--- config.mk ---
export PLATFORM = sky130hd
export DESIGN_NAME = power_bank_mode_controller_core
export DESIGN_NICKNAME = d
export VERILOG_FILES = /design/src/pbmc_pkg.sv /design/src/pbmc_step.sv /design/src/power_bank_mode_controller_core.sv
export SDC_FILE = /design/constraint.sdc
export NUM_CORES = 1
export LEC_CHECK = 0
export BUFFER_PORTS_ARGS = -buffer_cell sky130_fd_sc_hd__buf_2
export CORE_UTILIZATION = 44
export DETAILED_ROUTE_END_ITERATION = 10
export GPL_TIMING_DRIVEN = 1
export PLACE_DENSITY_LB_ADDON = 0.05
export REMOVE_ABC_BUFFERS = 1
export SKIP_LAST_GASP = 1
export SLEW_MARGIN = 25
export SYNTH_ARGS = -nofsm -noshare
export SYNTH_HDL_FRONTEND = slang
export SYNTH_SLANG_ARGS = --single-unit
--- constraint.sdc ---
create_clock -name clk -period 4.5 [get_ports clk]
set_clock_uncertainty 0.05 [all_clocks]
set_input_delay 0.225 -clock clk [delete_from_list [all_inputs] [get_ports clk]]
set_output_delay 0.225 -clock clk [all_outputs]
set_load 0.02 [all_outputs]
--- src/pbmc_pkg.sv ---
package pbmc_pkg;

    // Default counter width of the three tick timers
    localparam int TIMER_WIDTH = 16;

    // Width of each configuration register
    localparam int CFG_WIDTH = 16;

    // Register indexes on the configuration port
    localparam int CFG_INDEX_WIDTH = 2;
    localparam logic [CFG_INDEX_WIDTH-1:0] CFG_PRESS_WINDOW = 2'd0;
    localparam logic [CFG_INDEX_WIDTH-1:0] CFG_HOLD         = 2'd1;
    localparam logic [CFG_INDEX_WIDTH-1:0] CFG_IDLE_LOAD    = 2'd2;

    // Reset values of the configuration registers
    localparam logic [CFG_WIDTH-1:0] PRESS_WINDOW_RESET = 16'd50;
    localparam logic [CFG_WIDTH-1:0] HOLD_RESET         = 16'd300;
    localparam logic [CFG_WIDTH-1:0] IDLE_LOAD_RESET    = 16'd3000;

    // Main machine states
    localparam logic [1:0] MODE_OFF    = 2'd0;
    localparam logic [1:0] MODE_READY  = 2'd1;
    localparam logic [1:0] MODE_ACTIVE = 2'd2;
    localparam logic [1:0] MODE_CHARGE = 2'd3;

    // Indicator codes
    localparam logic [1:0] IND_OFF   = 2'd0;
    localparam logic [1:0] IND_ON    = 2'd1;
    localparam logic [1:0] IND_BLINK = 2'd2;

    // Sampled input levels, button in bit 0
    typedef struct packed {
        logic source_level;
        logic load_level;
        logic button_level;
    } levels_t;

    // One result, indicator in the lowest bits
    typedef struct packed {
        logic       torch_enable;
        logic       charge_out_enable;
        logic       charge_in_enable;
        logic [1:0] indicator_mode;
    } result_t;

    localparam int IN_DATA_WIDTH  = 8;
    localparam int OUT_DATA_WIDTH = 8;

    // Output levels for a main state and torch state
    function automatic result_t mode_result(input logic [1:0] mode, input logic torch);
        result_t r;
        r.indicator_mode    = IND_OFF;
        r.charge_in_enable  = 1'b0;
        r.charge_out_enable = 1'b0;
        r.torch_enable      = torch;
        unique case (mode)
            MODE_READY:
            begin
                r.indicator_mode = IND_ON;
            end
            MODE_ACTIVE:
            begin
                r.indicator_mode    = IND_ON;
                r.charge_out_enable = 1'b1;
            end
            MODE_CHARGE:
            begin
                r.indicator_mode   = IND_BLINK;
                r.charge_in_enable = 1'b1;
            end
            default:
            begin
                r.indicator_mode = IND_OFF;
            end
        endcase
        return r;
    endfunction

endpackage

--- src/pbmc_step.sv ---
// One tick of the main and torch machines: next state and result
module pbmc_step #(
    parameter int TIMER_WIDTH = pbmc_pkg::TIMER_WIDTH
) (
    input  pbmc_pkg::levels_t                levels,
    input  pbmc_pkg::levels_t                prev_levels,
    input  logic [1:0]                       mode,
    input  logic                             torch,
    input  logic [TIMER_WIDTH-1:0]           press_cnt,
    input  logic                             press_armed,
    input  logic [TIMER_WIDTH-1:0]           hold_cnt,
    input  logic                             hold_armed,
    input  logic [TIMER_WIDTH-1:0]           idle_cnt,
    input  logic                             idle_armed,
    input  logic [pbmc_pkg::CFG_WIDTH-1:0]   press_window_ticks,
    input  logic [pbmc_pkg::CFG_WIDTH-1:0]   hold_ticks,
    input  logic [pbmc_pkg::CFG_WIDTH-1:0]   idle_load_ticks,
    output logic [1:0]                       mode_next,
    output logic                             torch_next,
    output logic [TIMER_WIDTH-1:0]           press_cnt_next,
    output logic                             press_armed_next,
    output logic [TIMER_WIDTH-1:0]           hold_cnt_next,
    output logic                             hold_armed_next,
    output logic [TIMER_WIDTH-1:0]           idle_cnt_next,
    output logic                             idle_armed_next,
    output pbmc_pkg::result_t                result
);

    localparam int EXT_WIDTH = TIMER_WIDTH + pbmc_pkg::CFG_WIDTH;

    logic btn_rise, btn_fall, load_rise, load_fall, src_rise, src_fall;
    logic [TIMER_WIDTH-1:0] press_dec, hold_dec, idle_dec;
    logic press_exp, hold_exp, idle_exp, press_running;
    logic [EXT_WIDTH-1:0] press_ext, hold_ext, idle_ext;
    logic [TIMER_WIDTH-1:0] press_load, hold_load, idle_load;
    logic [TIMER_WIDTH-1:0] p_cnt, h_cnt, i_cnt;
    logic p_arm, h_arm, i_arm;

    // Edges against the previous tick
    assign btn_rise  =  levels.button_level & ~prev_levels.button_level;
    assign btn_fall  = ~levels.button_level &  prev_levels.button_level;
    assign load_rise =  levels.load_level   & ~prev_levels.load_level;
    assign load_fall = ~levels.load_level   &  prev_levels.load_level;
    assign src_rise  =  levels.source_level & ~prev_levels.source_level;
    assign src_fall  = ~levels.source_level &  prev_levels.source_level;

    // Load values, truncated or zero-extended to the timer width
    assign press_ext  = {{TIMER_WIDTH{1'b0}}, press_window_ticks};
    assign hold_ext   = {{TIMER_WIDTH{1'b0}}, hold_ticks};
    assign idle_ext   = {{TIMER_WIDTH{1'b0}}, idle_load_ticks};
    assign press_load = press_ext[TIMER_WIDTH-1:0];
    assign hold_load  = hold_ext[TIMER_WIDTH-1:0];
    assign idle_load  = idle_ext[TIMER_WIDTH-1:0];

    // Count down armed timers that are not yet at zero
    assign press_dec = (press_armed && press_cnt != '0) ? press_cnt - TIMER_WIDTH'(1) : press_cnt;
    assign hold_dec  = (hold_armed && hold_cnt != '0) ? hold_cnt - TIMER_WIDTH'(1) : hold_cnt;
    assign idle_dec  = (idle_armed && idle_cnt != '0) ? idle_cnt - TIMER_WIDTH'(1) : idle_cnt;

    assign press_exp     = press_armed && press_dec == '0;
    assign hold_exp      = hold_armed && hold_dec == '0;
    assign idle_exp      = idle_armed && idle_dec == '0;
    assign press_running = press_armed && press_dec != '0;

    // Main machine, hold and idle timers, torch and press window
    always_comb
    begin
        mode_next  = mode;
        torch_next = torch;
        p_cnt = press_dec;
        p_arm = press_armed;
        h_cnt = hold_dec;
        h_arm = hold_armed;
        i_cnt = idle_dec;
        i_arm = idle_armed;

        unique case (mode)
            pbmc_pkg::MODE_OFF:
            begin
                if (press_exp)
                begin
                    i_cnt     = idle_load;
                    i_arm     = 1'b1;
                    mode_next = pbmc_pkg::MODE_READY;
                end
                else if (src_rise)
                    mode_next = pbmc_pkg::MODE_CHARGE;
                else if (load_rise)
                    mode_next = pbmc_pkg::MODE_ACTIVE;
            end
            pbmc_pkg::MODE_READY:
            begin
                if (hold_exp || idle_exp)
                    mode_next = pbmc_pkg::MODE_OFF;
                else if (src_rise)
                    mode_next = pbmc_pkg::MODE_CHARGE;
                else if (load_rise)
                    mode_next = pbmc_pkg::MODE_ACTIVE;
                if (btn_rise)
                begin
                    h_cnt = hold_load;
                    h_arm = 1'b1;
                end
                if (btn_fall)
                    h_arm = 1'b0;
            end
            pbmc_pkg::MODE_ACTIVE:
            begin
                if (hold_exp)
                    mode_next = pbmc_pkg::MODE_OFF;
                else if (src_rise)
                    mode_next = pbmc_pkg::MODE_CHARGE;
                else if (load_fall)
                begin
                    i_cnt     = idle_load;
                    i_arm     = 1'b1;
                    mode_next = pbmc_pkg::MODE_READY;
                end
                if (btn_rise)
                begin
                    h_cnt = hold_load;
                    h_arm = 1'b1;
                end
                if (btn_fall)
                    h_arm = 1'b0;
            end
            default:
            begin
                if (src_fall)
                    mode_next = pbmc_pkg::MODE_OFF;
            end
        endcase

        // Second press inside the window toggles the torch
        if (btn_rise)
        begin
            if (press_running)
            begin
                p_arm      = 1'b0;
                torch_next = ~torch;
            end
            else
            begin
                p_cnt = press_load;
                p_arm = 1'b1;
            end
        end
    end

    // Any armed timer left at zero is dropped
    assign press_cnt_next   = p_cnt;
    assign hold_cnt_next    = h_cnt;
    assign idle_cnt_next    = i_cnt;
    assign press_armed_next = p_arm && p_cnt != '0;
    assign hold_armed_next  = h_arm && h_cnt != '0;
    assign idle_armed_next  = i_arm && i_cnt != '0;

    assign result = pbmc_pkg::mode_result(mode_next, torch_next);

endmodule

--- src/power_bank_mode_controller_core.sv ---
// Power bank mode controller.
// Input stream (s_*): one request per tick carrying the button, load and
// source levels. Output stream (m_*): one result per request with the
// indicator mode and the charge-in, charge-out and torch enables of the
// state after that tick.
// Configuration: cfg_we writes cfg_data into register cfg_index
// (0 press window, 1 hold time, 2 idle load time); write only while idle.
// Path: a request taken is held in the input register; its result is loaded
// into the output register once that is free or being read, and shows on m_*.
// Throughput: one request per cycle while the receiver takes results; the tick
// update is a single combinational pass between the input register and the
// state and output registers.
// When the receiver stalls, the result holds in the output register and an
// empty input register still takes one more request; s_tready then drops until
// m_tready returns.
// Reset: both machines off, timers disarmed, previous levels zero and the
// configuration registers at 50, 300 and 3000 ticks.
module power_bank_mode_controller_core #(
    parameter int TIMER_WIDTH = pbmc_pkg::TIMER_WIDTH
) (
    input  logic                                   clk,
    input  logic                                   rst_n,
    input  logic                                   s_tvalid,
    output logic                                   s_tready,
    // bit 0 button_level, bit 1 load_level, bit 2 source_level
    input  logic [pbmc_pkg::IN_DATA_WIDTH-1:0]     s_tdata,
    output logic                                   m_tvalid,
    input  logic                                   m_tready,
    // bits 1:0 indicator_mode, 2 charge_in_enable, 3 charge_out_enable, 4 torch_enable
    output logic [pbmc_pkg::OUT_DATA_WIDTH-1:0]    m_tdata,
    input  logic                                   cfg_we,
    input  logic [pbmc_pkg::CFG_INDEX_WIDTH-1:0]   cfg_index,
    input  logic [pbmc_pkg::CFG_WIDTH-1:0]         cfg_data
);

    logic in_valid_reg;
    pbmc_pkg::levels_t in_levels_reg;
    logic out_valid_reg;
    pbmc_pkg::result_t out_data_reg;

    logic [pbmc_pkg::CFG_WIDTH-1:0] press_window_reg, hold_ticks_reg, idle_load_reg;

    logic [1:0] mode_reg, mode_next;
    logic torch_reg, torch_next;
    logic [TIMER_WIDTH-1:0] press_cnt_reg, press_cnt_next;
    logic [TIMER_WIDTH-1:0] hold_cnt_reg, hold_cnt_next;
    logic [TIMER_WIDTH-1:0] idle_cnt_reg, idle_cnt_next;
    logic press_armed_reg, press_armed_next;
    logic hold_armed_reg, hold_armed_next;
    logic idle_armed_reg, idle_armed_next;
    pbmc_pkg::levels_t prev_levels_reg;
    pbmc_pkg::result_t result;

    logic advance;

    // Pipeline control
    assign advance  = in_valid_reg && (!out_valid_reg || m_tready);
    assign s_tready = !in_valid_reg || advance;

    // Configuration registers
    always_ff @(posedge clk or negedge rst_n)
    begin
        if (!rst_n)
        begin
            press_window_reg <= pbmc_pkg::PRESS_WINDOW_RESET;
            hold_ticks_reg   <= pbmc_pkg::HOLD_RESET;
            idle_load_reg    <= pbmc_pkg::IDLE_LOAD_RESET;
        end
        else if (cfg_we)
        begin
            unique case (cfg_index)
                pbmc_pkg::CFG_PRESS_WINDOW: press_window_reg <= cfg_data;
                pbmc_pkg::CFG_HOLD:         hold_ticks_reg   <= cfg_data;
                pbmc_pkg::CFG_IDLE_LOAD:    idle_load_reg    <= cfg_data;
                default:                    ;
            endcase
        end
    end

    // Input register
    always_ff @(posedge clk or negedge rst_n)
    begin
        if (!rst_n)
            in_valid_reg <= 1'b0;
        else if (s_tready)
            in_valid_reg <= s_tvalid;
    end

    always_ff @(posedge clk)
    begin
        if (s_tvalid && s_tready)
            in_levels_reg <= s_tdata[2:0];
    end

    // Tick update
    pbmc_step #(
        .TIMER_WIDTH (TIMER_WIDTH)
    ) u_step (
        .levels             (in_levels_reg),
        .prev_levels        (prev_levels_reg),
        .mode               (mode_reg),
        .torch              (torch_reg),
        .press_cnt          (press_cnt_reg),
        .press_armed        (press_armed_reg),
        .hold_cnt           (hold_cnt_reg),
        .hold_armed         (hold_armed_reg),
        .idle_cnt           (idle_cnt_reg),
        .idle_armed         (idle_armed_reg),
        .press_window_ticks (press_window_reg),
        .hold_ticks         (hold_ticks_reg),
        .idle_load_ticks    (idle_load_reg),
        .mode_next          (mode_next),
        .torch_next         (torch_next),
        .press_cnt_next     (press_cnt_next),
        .press_armed_next   (press_armed_next),
        .hold_cnt_next      (hold_cnt_next),
        .hold_armed_next    (hold_armed_next),
        .idle_cnt_next      (idle_cnt_next),
        .idle_armed_next    (idle_armed_next),
        .result             (result)
    );

    // Machine state
    always_ff @(posedge clk or negedge rst_n)
    begin
        if (!rst_n)
        begin
            mode_reg        <= pbmc_pkg::MODE_OFF;
            torch_reg       <= 1'b0;
            press_cnt_reg   <= '0;
            press_armed_reg <= 1'b0;
            hold_cnt_reg    <= '0;
            hold_armed_reg  <= 1'b0;
            idle_cnt_reg    <= '0;
            idle_armed_reg  <= 1'b0;
            prev_levels_reg <= '0;
        end
        else if (advance)
        begin
            mode_reg        <= mode_next;
            torch_reg       <= torch_next;
            press_cnt_reg   <= press_cnt_next;
            press_armed_reg <= press_armed_next;
            hold_cnt_reg    <= hold_cnt_next;
            hold_armed_reg  <= hold_armed_next;
            idle_cnt_reg    <= idle_cnt_next;
            idle_armed_reg  <= idle_armed_next;
            prev_levels_reg <= in_levels_reg;
        end
    end

    // Output register
    always_ff @(posedge clk or negedge rst_n)
    begin
        if (!rst_n)
            out_valid_reg <= 1'b0;
        else if (advance)
            out_valid_reg <= 1'b1;
        else if (m_tready)
            out_valid_reg <= 1'b0;
    end

    always_ff @(posedge clk)
    begin
        if (advance)
            out_data_reg <= result;
    end

    assign m_tvalid = out_valid_reg;
    assign m_tdata  = {3'b000, out_data_reg};

endmodule

==> results of run 1 <==
## cell usage in the layout (no fill, tap or decap), types with 12 or more instances in the layout
cell,n
o21ai_0,42
nand3_1,16
mux2_2,51
a221o_1,15
nand2_1,59
nor3_1,19
dfstp_2,14
nor4_1,29
o22ai_1,12
clkbuf_16,17
nor2_1,54
dfrtp_1,93
inv_1,21
a21oi_1,43
buf_2,31
## logic make-up (layout without fill, tap and decap cells)
family	after synthesis	count (layout)
buffers and inverters	64	100
flip-flops	114	114
AO/OA/AOI/OAI	194	194
other	1	3
multiplexers	53	53
adder cells (fa/ha/maj)	10	10
AND/OR/NAND/NOR	275	275
XOR/XNOR	12	12
## per-layer routing
metal | vias to the layer above | GRT usage [%] | share of wire (%)
met5 | - | 0 | 0
li1 | 2798 | - | -
met3 | 28 | 5.525 | 4.4
met4 | 0 | 10.06 | 2.1
met1 | 2934 | 35.02 | 48
met2 | 174 | 39.26 | 46
## worst reg2reg max path, delay by kind of cell (launching register included)
kind | cells | cell delay (ns)
AO/OA/AOI/OAI | 4 | 1.31
buffers and inverters | 1 | 0.33
flip-flops | 1 | 0.41
AND/OR/NAND/NOR | 4 | 1.81
## power by group
part	switching, mW	internal [mW]	leakage (nW)	total (mW)
logic	1.07	0.771	1.45	1.85
registers	0.458	1.40	1.33	1.85
clock network	0.499	0.830	0.285	1.33
## worst max-delay path by stage
stage / startpoint / endpoint / slack [ns] / cells past startpoint
4_1_cts: press_cnt_reg[13]$_DFFE_PN0P_ / idle_cnt_reg[0]$_DFFE_PN0P_ / 0.53 / 9
6_report: press_cnt_reg[13]$_DFFE_PN0P_ / idle_cnt_reg[0]$_DFFE_PN0P_ / 0.49 / 9
5_1_grt: idle_cnt_reg[0]$_DFFE_PN0P_ / m_tdata[0]$_DFFE_PP_ / 0.29 / 14
3_5_place_dp: press_cnt_reg[13]$_DFFE_PN0P_ / idle_cnt_reg[1]$_DFFE_PN0P_ / 0.56 / 9
2_1_floorplan: idle_cnt_reg[0]$_DFFE_PN0P_ / m_tdata[0]$_DFFE_PP_ / 0.29 / 12
3_3_place_gp: press_cnt_reg[13]$_DFFE_PN0P_ / idle_cnt_reg[1]$_DFFE_PN0P_ / 0.58 / 9
## per-stage QoR
step / setup WS [ns] / hold WS (ns) / utilization, % / power, mW / area (um^2)
2_1_floorplan: 0.2854 / -0.1206 / - / 3.099 / 6651
3_3_place_gp: 0.5797 / 0.3541 / 46.86 / 3.632 / 7124
3_5_place_dp: 0.5602 / 0.3576 / 46.86 / 3.675 / 7124
4_1_cts: 0.5299 / 0.04275 / 51.00 / 5.037 / 7754
5_1_grt: 0.2901 / 0.05237 / 51.00 / 5.379 / 7754
6_report: 0.4865 / 0.05995 / 51.00 / 5.029 / 7754
## final cells by class
type | count | area share, %
repair buffers | 46 | 3.615
clock buffers | 20 | 5.761
well taps | 188 | 3.034
flip-flops and latches | 114 | 37.47
multi-input cells | 547 | 47.35
clock inverters | 12 | 1.711
inverters | 22 | 1.065
## what timing repair did
| item | CTS | global route |
|---|---|---|
| endpoints found under the hold margin | 59 | 0 |
| hold buffers | 5 | 0 |
| setup buffers | 0 | 0 |
==> results.md, run 1 <==
* TritonCTS clock tree: yes
* Vias at 5934
* Vias per inst at 6.253
* Die area at 16020 um^2
* Top FF cell, synth: dfrtp_1
* Port bufs at 32
* Simple-Gate Fraction of Synth Area at 21.80%
* Synth Register Bits at 114
* P_leak at 3.063 nW
* Asr flop ratio synth at 93.86%
* Wirelength per Cell at 20.09 um
* Post-DP HPWL at 13280 um
* Fmax at 249.2 MHz
* Iteration-0 DRC Markers at 413
* Fillers at 1423
* Clock sinks at 114
* Total global-route track usage at 25.50%
* Top post-synthesis cells by count: 93 x dfrtp_1, 60 x nand2_1, 54 x nor2_1
* Hold Path Sink: press_window_reg[5]$_DFFE_PN1P_
* Placed cells at 912
* EDFF count, synth at 7
* Mean post-synth cell area at 9.445 um^2
* Setup TNS at 0 ns
* Antenna Nets Post-Route at 0
* First-pass GRT wire length at 31170 um
* Total CTS buffers at 17
* Data arrival, critical path at 4.26 ns
* Slowest CP cell: or4_4
* P&R area growth vs syn at 13.54%
* Mux contribution to synthesized area at 8.703%
* CP Capture Type: flip-flop
* Worst Hold Path Cells at 2
* Critical Path RT at 4.75 ns
* Worst Reg-to-Reg Cells at 9
* Clock Tree Root: clkbuf_16
* Yosys Warn Count at 0
* Chip height at 126.6 um
* Post-synth top area cell: dfrtp_1
* Core Region at 15200 um^2
* Critical Path Start Type: flip-flop
* Most frequent CP cell: or4_4
* Crit-path max FO at 25
* Compound-Gate Fraction of Synth Area at 19.60%
* Top cell type's share of synthesized area at 34.08%
* Clock buffer depth at 2
* Fin. max-slew vios at 0
* Final wirelength at 19070 um
* Final hold vios at 0
* Non-filler cells, final at 949
* Main combinational cell family by area after synthesis: simple AND/OR/NAND/NOR gates
* Distinct cells, synth at 77
* Worst r2r src: press_cnt_reg[13]$_DFFE_PN0P_
* Register area at 2905 um^2
* Ant diodes at 0
* Xor and xnor area share after synthesis at 1.539%
* Die Wd at 126.6 um
* Fin crit share at 89.19%
* VDD IR max at 0.0002961 V
* Setup violators final at 0
* Row cnt at 45
* Path type of the worst setup path: flip-flop to flip-flop
* Max cap viols at 0
* Unrepaired setup endpoints after global routing: false
* Top post-synthesis cells by area: dfrtp_1 34%, mux2_2 8.4%, dfstp_2 5.4%
* CTS clk-pin slew, worst paths at 0.06 ns
* Critical R2R Capture: idle_cnt_reg[0]$_DFFE_PN0P_
* Count leader, synth: dfrtp_1
* Slew @ Worst Pin at 1.014 ns
* Slew HR at 32.20%
* Post-route DRC at 0
* Routability cong. at 0.9334
* Area occupied by multi-input gates at 3671 um^2
* Clk_lat worst skew at 0.42 ns
* Crit-path max cell delay at 0.60 ns
* Initial antenna violation count at 0
* Critical path's top delay family: simple AND/OR/NAND/NOR gates
* Number of global-route vias before repair at 5716
* Worst hold-check path type: input pin to flip-flop
* Synthesized cell area at 6829 um^2
* Syn Inst Count at 723
* IO Count at 41
* Post-synthesis sequential area ratio at 42.54%
* Bufs and invs on worst path at 1
* Resized Gates After CTS at 0
* Final #Nets at 789
* Initial Utilization at 44.92%
* Fraction of layout instances using a drive strength above 1 at 21.29%
* Power Density at 648.6 nW/um^2
* Largest net degree at the start of global routing at 67
* Status: complete, no violations
* Drt pass-1 iters at 4
* Critical Path, Cell by Cell: or4_4, nor4_4, nand2_1, a2111o_1, or4_4, a221oi_4, buf_4, o21ai_0, a221o_1
* H-tree Lvls at 4
* Final min period at 4.014 ns
* Synth Area in Adders at 1.832%
* Worst R2R Setup Slack at 0.49 ns
* GRT overflow at 0
* Hold_sp: cfg_data[5]
(Power assumes the default switching activity.)
==> run 2, diff against run 1 <==
--- a/config.mk
+++ b/config.mk
@@ -5,9 +5,9 @@
 export SDC_FILE = /design/constraint.sdc
 export NUM_CORES = 1
 export LEC_CHECK = 0
-export BUFFER_PORTS_ARGS = -buffer_cell sky130_fd_sc_hd__buf_2
-export CORE_UTILIZATION = 44
+export CORE_UTILIZATION = 30
 export DETAILED_ROUTE_END_ITERATION = 10
+export DONT_BUFFER_PORTS = 1
 export GPL_TIMING_DRIVEN = 1
 export PLACE_DENSITY_LB_ADDON = 0.05
 export REMOVE_ABC_BUFFERS = 1
==> run 2 against run 1 <==
Effect of this change: utilization shrank 15 points; wire length up 10%; non-clock buffer count decreased by 11; flip-flop and latch count stayed put; via count fell by 3.3%; critical path depth increased by 4; sequential share of layout area decreased by 0.87 points; first-iteration DRC count decreased by 9.0%.
==> results.md, run 2 (synthesis gave the netlist of run 1 again) <==
* Slew @ Worst Pin at 0.9218 ns
* Die area at 23370 um^2
* Clock Tree Root: clkbuf_16
* Die Wd at 152.9 um
* Pint at 2.999 mW
* Iteration-0 DRC Markers at 376
* Total CTS buffers at 17
* IO Count at 41
* Crit-path max cell delay at 0.61 ns
* Core Region at 22090 um^2
* VDD IR max at 0.0002067 V
* Area occupied by multi-input gates at 3672 um^2
* Critical Path Start Type: flip-flop
* Fillers at 2230
* Initial Utilization at 30.91%
* Unrepaired setup endpoints after global routing: false
* Clk pwr share at 26.7%
* Crit path to: m_tdata[2]$_DFFE_PP_
* Largest net degree at the start of global routing at 108
* Critical Path, Cell by Cell: inv_1, ha_1, or4b_2, nor4_1, buf_4, nor3_1, xor2_1, nor4_1, buf_4, a211oi_1, a221oi_1, a21oi_1, ha_1
* Number of global-route vias before repair at 5686
* Slew HR at 38.36%
* Worst R2R Setup Slack at 0.31 ns
* Data arrival, critical path at 4.30 ns
* Logic gate share of total power at 36.2%
* Final #Nets at 778
* CP Capture Type: flip-flop
* Drt pass-1 iters at 5
* Worst Reg-to-Reg Cells at 13
* P_leak at 3.021 nW
* Critical Path RT at 4.61 ns
* Total global-route track usage at 18.88%
* Clk_lat worst skew at 0.42 ns
* TritonCTS clock tree: yes
* H-tree Lvls at 4
* Power Density at 640.2 nW/um^2
* Critical R2R Capture: m_tdata[2]$_DFFE_PP_
* Final worst slack at 0.3141 ns
* Initial antenna violation count at 3
* Worst r2r src: idle_cnt_reg[0]$_DFFE_PN0P_
* Routability cong. at 0.8964
* Crit-path max FO at 13
* Final hold vios at 0
* Most common cell after layout, fill and taps aside: dfrtp_1
* Clock sinks at 114
* Antenna Nets Post-Route at 0
* Fin. max-slew vios at 0
* Sequential share of power at 37.2%
* Chip height at 152.9 um
* Post-CTS Setup Repair Bufs at 0
* Row cnt at 54
* Clock buffer depth at 2
* CTS clk-pin slew, worst paths at 0.06 ns
* Post-route DRC at 0
* Max cap viols at 0
* Setup TNS at 0 ns
* Worst hold-check path type: input pin to flip-flop
* Sw Pwr at 2.083 mW
* Fmax at 238.9 MHz
* Final wirelength at 21000 um
* Fraction of layout instances using a drive strength above 1 at 17.87%
* CP Launch Point: idle_cnt_reg[0]$_DFFE_PN0P_
* Hold_sp: s_tvalid
* Vias at 5736
* Wirelength per Cell at 20.34 um
* Post-DP HPWL at 14630 um
* First-pass GRT wire length at 33800 um
* Final min period at 4.186 ns
* Vias per inst at 5.558
* P&R area growth vs syn at 16.23%
* Status: complete, no violations
* Fin crit share at 93.02%
* Pre-CTS setup slack at 0.4182 ns
* Switching share of total power at 40.99%
* Path type of the worst setup path: flip-flop to flip-flop
* Setup violators final at 0
* Slowest CP cell: or4b_2
* Register area at 2905 um^2
* Most frequent cells in the layout: 93 x dfrtp_1, 59 x nand2_1, 54 x nor2_1, 51 x mux2_2, 43 x a21oi_1
* GRT overflow at 0
* Port bufs at 0
-- run 2: per-stage QoR --
step	std cells	power, mW	cell area [um^2]	hold WS [ns]	util [%]
floorplan	683	3.099	6651	-0.1206	-
global placement	974	3.668	7092	-0.1148	32.10
detailed placement	974	3.670	7092	-0.1139	32.10
CTS	1029	5.119	7920	0.06205	35.85
global route	1031	5.456	7935	0.07646	35.92
finish	1032	5.082	7938	0.08178	35.93
-- run 2: worst min-delay path by stage --
stage	slack [ns]	depth (start not counted)	endpoint
6_report	0.08	1	in_levels_reg[0]$_DFFE_PP_
5_1_grt	0.08	1	in_levels_reg[2]$_DFFE_PP_
4_1_cts	0.06	1	in_levels_reg[0]$_DFFE_PP_
3_5_place_dp	-0.11	0	hold_cnt_reg[11]$_DFFE_PN0P_
3_3_place_gp	-0.11	0	hold_cnt_reg[2]$_DFFE_PN0P_
2_1_floorplan	-0.12	0	hold_armed_reg$_DFFE_PN0P_
-- run 2: power groups by stage --
stage          clock network [mW]  registers, mW  logic (mW)
5_1_grt                      1.44           1.95        2.06
2_1_floorplan                   0           1.74        1.36
3_3_place_gp                    0           1.89        1.77
6_report                     1.35           1.89        1.84
3_5_place_dp                    0           1.89        1.78
4_1_cts                      1.40           1.88        1.84
-- run 2: layout make-up --
cell class / count / area share [%]
clock buffer: 20 / 5.627
inverter: 22 / 1.040
timing repair buffer: 35 / 4.303
sequential: 114 / 36.60
tap: 280 / 4.414
multi-input combinational: 547 / 46.26
antenna: 2 / 0.06305
clock inverter: 12 / 1.687
-- run 2: metal layers --
| metal | up-vias | share of wire [%] | global-route usage (%) |
|---|---|---|---|
| met4 | 2 | 0.86 | 5.051 |
| met5 | - | 0.062 | 0 |
| met1 | 2839 | 49 | 26.44 |
| met2 | 115 | 46 | 29.60 |
| met3 | 16 | 3.3 | 3.743 |
| li1 | 2764 | - | - |
-- run 2: timing repair --
item,in CTS,in global routing
hold buffers,23,0
endpoints found under the setup margin,0,2
resized for setup,0,1
hold endpoints to repair,160,0
-- run 2: worst max-delay path, delay by kind of cell (launching register included) --
kind                     cells  cell delay [ns]
AND/OR/NAND/NOR              4             1.53
AO/OA/AOI/OAI                3             0.76
buffers and inverters        3             0.58
flip-flops                   1             0.44
adder cells (fa/ha/maj)      2             0.39
XOR/XNOR                     1             0.19
